$ cat config.mk
export PLATFORM = sky130hd
export DESIGN_NAME = can_frame_signal_unpacker
export DESIGN_NICKNAME = d
export VERILOG_FILES = /design/src/cfsu_pkg.sv /design/src/cfsu_ram.sv /design/src/can_frame_signal_unpacker.sv
export SDC_FILE = /design/constraint.sdc
export NUM_CORES = 1
export LEC_CHECK = 0
export ABC_AREA = 1
export BUFFER_PORTS_ARGS = -buffer_cell sky130_fd_sc_hd__buf_2
export CAP_MARGIN = 30
export CORE_ASPECT_RATIO = 1.75
export CORE_MARGIN = 10
export CORE_UTILIZATION = 37
export CTS_CLUSTER_SIZE = 28
export DETAILED_ROUTE_END_ITERATION = 16
export PLACE_DENSITY_LB_ADDON = 0.2
export SYNTH_ARGS = -nofsm -noshare
export SYNTH_HDL_FRONTEND = slang
export SYNTH_SLANG_ARGS = --single-unit
$ cat constraint.sdc
create_clock -name clk_i -period 5.9 [get_ports clk_i]
set_input_delay 0.59 -clock clk_i [delete_from_list [all_inputs] [get_ports clk_i]]
set_output_delay 0.59 -clock clk_i [all_outputs]
set_load 0.02 [all_outputs]
$ cat src/cfsu_pkg.sv
package cfsu_pkg;

  localparam int unsigned NumMsgs  = 18;
  localparam int unsigned IdW      = 11;
  localparam int unsigned PayloadW = 64;
  localparam int unsigned SlotW    = 5;
  localparam int unsigned SigW     = 4;
  localparam int unsigned ValueW   = 32;

  localparam logic [IdW-1:0] IdBaseReset = 11'd160;

  // Identifier offset from the base for each message slot
  localparam logic [7:0] MsgOffset [NumMsgs] = '{
    8'h00, 8'h01, 8'h02, 8'h03, 8'h04, 8'h05, 8'h06, 8'h07, 8'h08,
    8'h09, 8'h0A, 8'h0B, 8'h0C, 8'h0D, 8'h0E, 8'h0F, 8'h10, 8'h22
  };

  // Slots with a layout of their own; all others carry four 16-bit fields
  localparam logic [SlotW-1:0] SlotAnalog = 5'd3;
  localparam logic [SlotW-1:0] SlotBytes  = 5'd4;
  localparam logic [SlotW-1:0] SlotStatus = 5'd10;
  localparam logic [SlotW-1:0] SlotMixed  = 5'd12;
  localparam logic [SlotW-1:0] SlotDiag   = 5'd15;
  localparam logic [SlotW-1:0] SlotShort  = 5'd17;

  typedef struct packed {
    logic [SlotW-1:0]    slot;
    logic [PayloadW-1:0] payload;
  } frame_t;

  function automatic logic [SigW-1:0] sig_count(input logic [SlotW-1:0] slot);
    logic [SigW-1:0] n;
    unique case (slot)
      SlotAnalog: n = 4'd6;
      SlotBytes:  n = 4'd8;
      SlotStatus: n = 4'd11;
      SlotMixed:  n = 4'd3;
      SlotDiag:   n = 4'd2;
      SlotShort:  n = 4'd3;
      default:    n = 4'd4;
    endcase
    return n;
  endfunction

  function automatic logic [7:0] pbyte(input logic [PayloadW-1:0] p, input logic [2:0] k);
    return p[8*k +: 8];
  endfunction

  function automatic logic [ValueW-1:0] sig_value(input logic [SlotW-1:0]    slot,
                                                  input logic [SigW-1:0]     sig,
                                                  input logic [PayloadW-1:0] p);
    logic [ValueW-1:0] v;
    v = '0;
    unique case (slot)
      SlotAnalog: begin
        unique case (sig)
          4'd0:    v = {22'd0, p[9:0]};
          4'd1:    v = {22'd0, p[19:10]};
          4'd2:    v = {22'd0, p[29:20]};
          4'd3:    v = {22'd0, p[41:32]};
          4'd4:    v = {22'd0, p[51:42]};
          default: v = {22'd0, p[61:52]};
        endcase
      end
      SlotBytes: v = {24'd0, pbyte(p, sig[2:0])};
      SlotStatus: begin
        unique case (sig)
          4'd0:    v = {16'd0, p[15:0]};
          4'd1:    v = {24'd0, p[23:16]};
          4'd2:    v = {24'd0, p[31:24]};
          4'd3:    v = {31'd0, p[32]};
          4'd4:    v = {29'd0, p[39:37]};
          4'd5:    v = {24'd0, p[47:40]};
          4'd6:    v = {31'd0, p[48]};
          4'd7:    v = {31'd0, p[55]};
          4'd8:    v = {31'd0, p[56]};
          4'd9:    v = {31'd0, p[57]};
          default: v = {31'd0, p[58]};
        endcase
      end
      SlotMixed: begin
        unique case (sig)
          4'd0:    v = {16'd0, p[15:0]};
          4'd1:    v = {16'd0, p[31:16]};
          default: v = p[63:32];
        endcase
      end
      SlotDiag: begin
        if (sig == 4'd0) begin
          v = {p[7:0], p[15:8], p[23:16], p[31:24]};
        end else begin
          v = {p[39:32], p[47:40], p[55:48], p[63:56]};
        end
      end
      SlotShort: begin
        unique case (sig)
          4'd0:    v = {16'd0, p[15:0]};
          4'd1:    v = {24'd0, p[23:16]};
          default: v = {16'd0, p[47:32]};
        endcase
      end
      default: v = {16'd0, p[16*sig[1:0] +: 16]};
    endcase
    return v;
  endfunction

endpackage

$ cat src/cfsu_ram.sv
module cfsu_ram #(
  parameter int unsigned Width = 8,
  parameter int unsigned Depth = 4
) (
  input  logic                     clk_i,
  input  logic                     we_i,
  input  logic [$clog2(Depth)-1:0] waddr_i,
  input  logic [Width-1:0]         wdata_i,
  input  logic                     re_i,
  input  logic [$clog2(Depth)-1:0] raddr_i,
  output logic [Width-1:0]         rdata_o
);

  logic [Width-1:0] mem_q [Depth];
  logic [Width-1:0] rdata_q;

  always_ff @(posedge clk_i) begin
    if (we_i) begin
      mem_q[waddr_i] <= wdata_i;
    end
    if (re_i) begin
      rdata_q <= mem_q[raddr_i];
    end
  end

  assign rdata_o = rdata_q;

endmodule

$ cat src/can_frame_signal_unpacker.sv
// CAN receive-frame signal unpacker.
// Input channel (in_valid_i/in_ready_o) carries one frame: can_id_i and the
// eight data bytes in payload_i. The identifier is matched against the 18
// known messages (cfg base plus fixed offset) on transfer; frames with an
// unknown identifier are dropped, matched frames go into a small frame
// buffer RAM of FRAME_DEPTH entries.
// Output channel (out_valid_o/out_ready_i) carries one decoded signal per
// transfer, tagged with message_slot_o and signal_slot_o; last_o marks the
// final signal of a frame.
// Path: the frame buffer write, the buffer read, the registered RAM read data,
// then one signal per cycle into the output register while the receiver
// accepts. Each frame pays the buffer read and the RAM read data step before
// its first signal; the buffer read port sets the gap between frames.
// in_ready_o stays high while the frame buffer has room, so frames keep
// arriving while a result waits. A stalled receiver holds the output
// register and the buffered frames; nothing is lost.
// cfg_we_i writes the base identifier; write it only while idle.
// Reset empties the buffer and the output and sets the base to 160.
module can_frame_signal_unpacker #(
  parameter int unsigned FRAME_DEPTH = 4
) (
  input  logic                          clk_i,
  input  logic                          rst_ni,
  input  logic                          cfg_we_i,
  input  logic [cfsu_pkg::IdW-1:0]      cfg_wdata_i,
  input  logic                          in_valid_i,
  output logic                          in_ready_o,
  input  logic [cfsu_pkg::IdW-1:0]      can_id_i,
  input  logic [cfsu_pkg::PayloadW-1:0] payload_i,
  output logic                          out_valid_o,
  input  logic                          out_ready_i,
  output logic [cfsu_pkg::SlotW-1:0]    message_slot_o,
  output logic [cfsu_pkg::SigW-1:0]     signal_slot_o,
  output logic [cfsu_pkg::ValueW-1:0]   value_o,
  output logic                          last_o
);

  localparam int unsigned PtrW   = $clog2(FRAME_DEPTH);
  localparam int unsigned CntW   = $clog2(FRAME_DEPTH + 1);
  localparam int unsigned FrameW = $bits(cfsu_pkg::frame_t);

  logic [cfsu_pkg::IdW-1:0] id_base_q;

  always_ff @(posedge clk_i or negedge rst_ni) begin
    if (!rst_ni) begin
      id_base_q <= cfsu_pkg::IdBaseReset;
    end else if (cfg_we_i) begin
      id_base_q <= cfg_wdata_i;
    end
  end

  // Identifier match; the sum is one bit wider so a large base never wraps
  logic                       hit;
  logic [cfsu_pkg::SlotW-1:0] hit_slot;

  always_comb begin
    hit      = 1'b0;
    hit_slot = '0;
    for (int m = 0; m < cfsu_pkg::NumMsgs; m++) begin
      if (({1'b0, id_base_q} + {4'd0, cfsu_pkg::MsgOffset[m]}) == {1'b0, can_id_i}) begin
        hit      = 1'b1;
        hit_slot = cfsu_pkg::SlotW'(m);
      end
    end
  end

  // Frame buffer
  logic [PtrW-1:0] wr_ptr_q, rd_ptr_q;
  logic [CntW-1:0] count_q;
  logic            in_xfer, wr_en, rd_en;
  cfsu_pkg::frame_t wr_frame, cur_frame;

  assign in_ready_o = (count_q != CntW'(FRAME_DEPTH));
  assign in_xfer    = in_valid_i && in_ready_o;
  assign wr_en      = in_xfer && hit;

  assign wr_frame.slot    = hit_slot;
  assign wr_frame.payload = payload_i;

  logic [FrameW-1:0] rdata;

  cfsu_ram #(
    .Width (FrameW),
    .Depth (FRAME_DEPTH)
  ) u_frame_ram (
    .clk_i   (clk_i),
    .we_i    (wr_en),
    .waddr_i (wr_ptr_q),
    .wdata_i (wr_frame),
    .re_i    (rd_en),
    .raddr_i (rd_ptr_q),
    .rdata_o (rdata)
  );

  assign cur_frame = cfsu_pkg::frame_t'(rdata);

  // Emitter: the registered read data holds the current frame until the next read
  logic                      cur_valid_q, rd_pending_q;
  logic [cfsu_pkg::SigW-1:0] sig_q;
  logic                      emit, emit_last;

  assign rd_en     = !cur_valid_q && !rd_pending_q && (count_q != '0);
  assign emit      = cur_valid_q && (!out_valid_o || out_ready_i);
  assign emit_last = (sig_q == cfsu_pkg::sig_count(cur_frame.slot) - 4'd1);

  always_ff @(posedge clk_i or negedge rst_ni) begin
    if (!rst_ni) begin
      wr_ptr_q     <= '0;
      rd_ptr_q     <= '0;
      count_q      <= '0;
      rd_pending_q <= 1'b0;
      cur_valid_q  <= 1'b0;
      sig_q        <= '0;
    end else begin
      if (wr_en) begin
        wr_ptr_q <= (wr_ptr_q == PtrW'(FRAME_DEPTH - 1)) ? '0 : wr_ptr_q + 1'b1;
      end
      if (rd_en) begin
        rd_ptr_q <= (rd_ptr_q == PtrW'(FRAME_DEPTH - 1)) ? '0 : rd_ptr_q + 1'b1;
      end
      if (wr_en && !rd_en) begin
        count_q <= count_q + 1'b1;
      end else if (!wr_en && rd_en) begin
        count_q <= count_q - 1'b1;
      end
      rd_pending_q <= rd_en;
      if (rd_pending_q) begin
        cur_valid_q <= 1'b1;
        sig_q       <= '0;
      end else if (emit) begin
        if (emit_last) begin
          cur_valid_q <= 1'b0;
        end else begin
          sig_q <= sig_q + 1'b1;
        end
      end
    end
  end

  // Output register
  logic out_valid_q;

  always_ff @(posedge clk_i or negedge rst_ni) begin
    if (!rst_ni) begin
      out_valid_q <= 1'b0;
    end else if (emit) begin
      out_valid_q <= 1'b1;
    end else if (out_ready_i) begin
      out_valid_q <= 1'b0;
    end
  end

  logic [cfsu_pkg::SlotW-1:0]  slot_q;
  logic [cfsu_pkg::SigW-1:0]   sig_out_q;
  logic [cfsu_pkg::ValueW-1:0] value_q;
  logic                        last_q;

  always_ff @(posedge clk_i) begin
    if (emit) begin
      slot_q    <= cur_frame.slot;
      sig_out_q <= sig_q;
      value_q   <= cfsu_pkg::sig_value(cur_frame.slot, sig_q, cur_frame.payload);
      last_q    <= emit_last;
    end
  end

  assign out_valid_o    = out_valid_q;
  assign message_slot_o = slot_q;
  assign signal_slot_o  = sig_out_q;
  assign value_o        = value_q;
  assign last_o         = last_q;

endmodule
# [Word level (Yosys, flattened, before mapping)]
# Memories as Yosys holds them, arrays and structs flattened. A register that Yosys moved wholly into a read port is not among the register bits.
# Cells that the tools add are included.
[totals] wordCells=154 regBits=67 mem_count=1 input_bits=91 ramBits=276 out_inout_bits=44
[op_classes] eq_ne=38 n_addsub=23 n_reduce_logical=22 n_shift=2 mux=56
[mem_list] memory="u_frame_ram.mem_q" words=4 word_bits=69 rd=1 rd_ports_with_merged_regs=1 write_ports=1 line_no="cfsu_ram.sv:14" source="logic [Width-1:0] mem_q [Depth];"
[ops] operator="12-bit by 11-bit == test with 1-bit output" count=17
[ops] operator="32-bit one-hot mux with 6 select lines" count=1
[ops] operator="16-bit one-hot mux with 10 select lines" count=1
[ops] operator="11-bit by 4-bit adder with 12-bit output, second input constant" count=8
[ops] operator="5-bit two-way mux" count=16
[ops] operator="32-bit one-hot mux with 2 select lines" count=1
[ops] operator="64-bit by 7-bit variable part select with 16-bit output" count=1
[ops] operator="64-bit by 7-bit variable part select with 8-bit output" count=1
[ops] operator="10-bit one-hot mux with 5 select lines" count=1
[ops] operator="11-bit by 3-bit adder with 12-bit output, second input constant" count=4
[ops] operator="32-bit two-way mux" count=1
[ops] operator="16-bit one-hot mux with 2 select lines" count=1
[ops] operator="1-bit two-way mux" count=26
[ops] operator="11-bit by 2-bit adder with 12-bit output, second input constant" count=2
[ops] operator="4-bit one-hot mux with 5 select lines" count=1
[ops] operator="4-bit by 3-bit == test with 1-bit output, second input constant" count=4
[ops] operator="5-bit by 4-bit == test with 1-bit output, second input constant" count=3
[ops] operator="11-bit by 1-bit adder with 12-bit output, second input constant" count=1
[ops] operator="11-bit by 5-bit adder with 12-bit output, second input constant" count=1
[ops] operator="11-bit by 6-bit adder with 12-bit output, second input constant" count=1
[ops] operator="4-bit two-way mux" count=3
[ops] operator="11-bit == test" count=1
[ops] operator="4-bit by 2-bit == test with 1-bit output, second input constant" count=2
[ops] operator="4-bit == test, second input constant" count=2
[ops] operator="23 further kinds" count=41

# [Logic depth before layout (Yosys ltp)]
[logic_depth] ltp_word=24 depth_mapped=25 mapped_depth_nobuf=24

# [By module]
# From an unflattened synthesis, not the netlist that was laid out.
[hier_totals] hier_cells=2623 area_unflattened_um2=22477.8
[by_module_without_submodules] mod="cfsu_ram" seq_area_each_um2=10359.9 cells_per_inst=1158 instances=1 area_per_inst_um2=13668.1
[by_module_without_submodules] mod="can_frame_signal_unpacker" seq_area_each_um2=1889.3 cells_per_inst=1465 instances=1 area_per_inst_um2=8809.7

# [Least setup slack after synthesis]
# No wires, ideal clock.
[synth_timing] path_kind="reg-to-reg" start="register id_base_q[2] (netlist name)" end="memory u_frame_ram.mem_q[0][0] (netlist name) (enable)" slack_ns=0.331 synth_period_minus_slack_ns=5.569 required_ns=5.404 arrival_time_ns=5.072 n_path_buf=1 setup_ns=0.496 stages_incl_launch_ff=19 path_cell_list="dfrtp_1 -> buf_4 -> clkinv_1 -> ha_1 -> nand2_1 -> inv_1 -> nand2_1 -> nand2_1 -> nor2_1 -> nand2_1 -> nor2_1 -> nand2_1 -> nor2_1 -> nor2_2 -> nand2_1 -> nor2_1 -> nand2_2 -> nand2_4 -> nor2_1"
[synth_via] elab_chain_cells=22 elab_cells_between_ends=56 classes_between="17 x add/sub; 18 x eq/ne; 20 x mux; 1 x reduce/logical"
[synth_lines] element="start: declaration" line_no="can_frame_signal_unpacker.sv:42" source="logic [cfsu_pkg::IdW-1:0] id_base_q;"
[synth_lines] element="start signal: assignment" line_no="can_frame_signal_unpacker.sv:46" source="id_base_q <= cfsu_pkg::IdBaseReset;"
[synth_lines] element="start signal: assignment" line_no="can_frame_signal_unpacker.sv:48" source="id_base_q <= cfg_wdata_i;"
[synth_lines] element="11-bit by 1-bit adder with 12-bit output / 11-bit == test (equally long branches)" line_no="can_frame_signal_unpacker.sv:60" source="if (({1'b0, id_base_q} + {4'd0, cfsu_pkg::MsgOffset[m]}) == {1'b0, can_id_i}) begin"
[synth_lines] element="12-bit by 11-bit == test with 1-bit output / 1-bit two-way mux (equally long branches)" line_no="can_frame_signal_unpacker.sv:60"
[synth_lines] element="1-bit two-way mux (16 in series)" line_no="can_frame_signal_unpacker.sv:60"
[synth_lines] element="1-bit two-way mux (*)" line_no="can_frame_signal_unpacker.sv:60"
[synth_lines] element="1-bit logical AND (*)" line_no="can_frame_signal_unpacker.sv:75" source="assign wr_en = in_xfer && hit;"
[synth_lines] element="1-bit two-way mux (*)" line_no="cfsu_ram.sv:18" source="if (we_i) begin"
[synth_lines] element="1-bit two-way mux (implied by the code) (*)" line_no="cfsu_ram.sv:19" source="mem_q[waddr_i] <= wdata_i;"
[synth_lines] element="end: declaration" line_no="cfsu_ram.sv:14"
# Every way passes the cells marked *; elsewhere a longest branch is shown, timed or not.

# [Final worst setup path]
[layout_timing] start="register id_base_q[4] (netlist name)" end="register count_q[2]"
[layout_via] elab_chain_cells=23 elab_cells_between_ends=59 classes_between="17 x add/sub; 18 x eq/ne; 19 x mux; 5 x reduce/logical"
[layout_lines] element="11-bit by 1-bit adder with 12-bit output / 11-bit == test (equally long branches)" line_no="can_frame_signal_unpacker.sv:60"
[layout_lines] element="12-bit by 11-bit == test with 1-bit output / 1-bit two-way mux (equally long branches)" line_no="can_frame_signal_unpacker.sv:60"
[layout_lines] element="1-bit two-way mux (16 in series)" line_no="can_frame_signal_unpacker.sv:60"
[layout_lines] element="1-bit two-way mux (*)" line_no="can_frame_signal_unpacker.sv:60"
[layout_lines] element="1-bit logical AND (*)" line_no="can_frame_signal_unpacker.sv:75"
[layout_lines] element="named net u_frame_ram.we_i" line_no="cfsu_ram.sv:6" source="input logic we_i,"
[layout_lines] element="1-bit logical NOT" line_no="can_frame_signal_unpacker.sv:123" source="end else if (!wr_en && rd_en) begin"
[layout_lines] element="1-bit logical AND" line_no="can_frame_signal_unpacker.sv:123"
[layout_lines] element="2-bit nonzero test (no line)"
[layout_lines] element="end signal: assignment" line_no="can_frame_signal_unpacker.sv:122" source="count_q <= count_q + 1'b1;"
[layout_lines] element="end signal: assignment" line_no="can_frame_signal_unpacker.sv:124" source="count_q <= count_q - 1'b1;"
[layout_lines] element="end: declaration" line_no="can_frame_signal_unpacker.sv:69" source="logic [CntW-1:0] count_q;"
# The timed path passes the listed nets; every way through them passes the cells marked *.
# A chain may end at the register's enable or synchronous reset.

==> flow_metrics.env <==
export IMPL_synth_seq_area_share=0.582
export IMPL_grt_pass1_wl_um=129000
export IMPL_synth_seq_cells=412
export IMPL_multi_input_area_mm2=0.00767
export IMPL_power_density_mw_per_mm2=440
export IMPL_grt_usage=0.265
export IMPL_cp_end_kind="flip-flop"
export IMPL_fmax_ghz=0.215
export IMPL_setup_viol=0
export IMPL_path_buf_inv=5
export IMPL_drt_vias_per_instance=5.61
export IMPL_cts_resized=0
export IMPL_crit_type="flip-flop to flip-flop"
export IMPL_crit_family="simple AND/OR/NAND/NOR gates"
export IMPL_arrival_ns=5.09
export IMPL_numPortBuffers=134
export IMPL_wl_per_cell_um=28.0
export IMPL_final_cell_mix="nand2_1 (555), edfxtp_1 (387), o21ai_0 (295), nor2_1 (290), inv_1 (180)"
export IMPL_cts_buffer_depth=3
export IMPL_skew_ns=0.0287
export IMPL_ios=135
export IMPL_die_w_um=200
export IMPL_cp_start_kind="flip-flop"
export IMPL_fp_coreArea_mm2=0.0563
export IMPL_cp_common_cell="inv_1"
export IMPL_relSlewSlack=0.318
export IMPL_regArea_mm2=0.0123
export IMPL_area_delta_synth_final_pct=15.3
export IMPL_globalplace_congestion=1.04
export IMPL_antenna_found_initial=1
export IMPL_drt_total_wl_um=90900
export IMPL_slew_viol_final=0
export IMPL_grt_pass1_vias=18400
export IMPL_place_ws_ns=1.40
export IMPL_syn_nets=2432
export IMPL_status="finished, final reports clean"
export IMPL_fin_nets=2572
export IMPL_p_leak_uw=0.00957
export IMPL_die_h_um=335
export IMPL_firstDrtPassIters=7
export IMPL_hold_buffers=0
export IMPL_total_power_uw=10700
export IMPL_grt_max_degree=75
export IMPL_synthTopCellsByArea="edfxtp_1 (55%), nand2_1 (9.9%), o21ai_0 (7.0%)"
export IMPL_htree_levels=2
export IMPL_crit_slowest_cell="dfrtp_1"
export IMPL_hpwlAfterDp_um=68600
export IMPL_start_util=0.374
export IMPL_hold_class="input pin to async pin"
export IMPL_dieArea_mm2=0.0672
export IMPL_path_max_fanout=17
export IMPL_synth_edff_count=387
export IMPL_root_buffer="clkbuf_16"
export IMPL_ys_types=45
export IMPL_finalInstanceArea_mm2=0.0243
export IMPL_cts_sinks=412
export IMPL_cts_buffers=40
export IMPL_syn_area_mm2=0.0210
export IMPL_drt_initial_drc_count=1458
export IMPL_clock_latency_ns=0.57
export IMPL_ir_worst_vdd_mv=0.218
export IMPL_hold_violations=0
export IMPL_yosysTopAreaCell="edfxtp_1"
export IMPL_fin_crit_ns=4.66
export IMPL_cts_tree="yes"
export IMPL_yosysWarnings=0
export IMPL_placed_cell_area_mm2=0.0230
export IMPL_worstMarginPinSlew_ns=1.01
export IMPL_setup_slack_ns=1.24
export IMPL_synth_main_ff_cell="edfxtp_1"
export IMPL_async_reset_ff_frac=0.0607
export IMPL_ant_nets=0
export IMPL_drive_gt1_frac=0.122
export IMPL_max_stage_delay_ns=0.59
export IMPL_crit_required_ns=6.33
export IMPL_yosys_area_top_type_share=0.552
export IMPL_vias=18200
export IMPL_tns_ns=0
export IMPL_avgSynthCellArea_um2=9.10
export IMPL_antennaDiodeCount=0
export IMPL_final_common_cell="nand2_1"
export IMPL_grt_ovfl_total=0
export IMPL_core_rowCount=115
export IMPL_clk_pin_slew_ns=0.07
export IMPL_fin_crit_sh=0.789
export IMPL_route_detailed_drc=0
export IMPL_max_cap_violations=0
export IMPL_n_fill_cell=5592
export IMPL_postSynthCellCount=2313
export IMPL_crit_chain="ha_1 -> buf_4 -> inv_1 -> nor2_4 -> buf_4 -> nand2_1 -> nand2_1 -> nand4_1 -> nor2_1 -> nand3_1 -> nand4_1 -> nor2_1 -> nand2_2 -> nand2_4 -> inv_1 -> ha_1 -> inv_1 -> fa_1 -> a21oi_1 -> o21ai_0 -> xnor2_1"
export IMPL_post_cts_buffers=0
export IMPL_rsz0062_at_grt="false"
-- metrics by stage --
| stage | cells | utilization | hold slack [ns] |
|---|---|---|---|
| 2_1_floorplan | 2313 | - | 0.294 |
| 3_3_place_gp | 3171 | 0.408 | 0.482 |
| 3_5_place_dp | 3171 | 0.408 | 0.494 |
| 4_1_cts | 3244 | 0.431 | 0.166 |
| 5_1_grt | 3244 | 0.431 | 0.160 |
| 6_report | 3244 | 0.431 | 0.141 |
-- where the power goes --
group	internal, uW	total (uW)	switching [uW]
clock	1460	2620	1160
combinational	1040	3910	2870
sequential	3720	4140	418
-- kinds of logic after synthesis --
logic type               count (synthesis)  synth area share
AND/OR/NAND/NOR                       1022             0.196
AO/OA/AOI/OAI                          534             0.142
flip-flops                             412             0.582
buffers and inverters                  301            0.0555
adder cells (fa/ha/maj)                 28            0.0170
XOR/XNOR                                15           0.00624
multiplexers                             1          0.000535
-- synthesized netlist by cell type, types with 8 or more instances --
cell type	number
nand2_1	555
edfxtp_1	387
nor2_1	296
o21ai_0	295
inv_1	183
nand3_1	119
o22ai_1	81
a21oi_1	78
clkbuf_1	74
o211ai_1	30
ha_1	27
buf_2	24
nand4_1	24
dfrtp_1	23
nor3_1	11
xor2_1	10
a31oi_1	9
a32oi_1	8
-- state kept, by name (all words and copies together), names as in the netlist --
register             cells
u_frame_ram.mem_q      276
u_frame_ram.rdata_o     69
value_o                 32
id_base_q               11
message_slot_o           5
sig_q                    4
signal_slot_o            4
count_q                  3
rd_ptr_q                 2
wr_ptr_q                 2
cur_valid_q              1
last_o                   1
out_valid_o              1
rd_pending_q             1
-- worst paths after layout --
check	start	endpoint	slack [ns]	cells after the start
min	rst_ni	sig_q[2]$_DFFE_PN0P_	0.14	1
min in group clk_i	payload_i[41]	u_frame_ram.mem_q[3][41]$_DFFE_PP_	0.24	1
max in group asynchronous	rst_ni	rd_ptr_q[0]$_DFFE_PN0P_	5.07	1
max	id_base_q[4]$_DFFE_PN0P_	count_q[2]$_DFFE_PN0P_	1.24	21
min reg2reg	u_frame_ram.rdata_o[65]$_DFFE_PP_	message_slot_o[1]$_DFFE_PP_	0.48	0
max reg2reg	id_base_q[4]$_DFFE_PN0P_	count_q[2]$_DFFE_PN0P_	1.24	21
-- per-layer routing --
| layer | global-route usage | up-vias | part of all wire |
|---|---|---|---|
| li1 | - | 8310 | - |
| met1 | 0.246 | 8828 | 0.32 |
| met2 | 0.507 | 748 | 0.54 |
| met3 | 0.0295 | 302 | 0.041 |
| met4 | 0.222 | 0 | 0.093 |
| met5 | 0 | - | 0 |
-- area by class of cell --
type	instances	share of cell area
clock inverter	28	0.0111
timing repair buffer	206	0.0556
inverter	193	0.0300
multi-input combinational	1600	0.316
tap	760	0.0392
sequential	412	0.505
clock buffer	45	0.0429
Power figures use the tool's default switching activity.
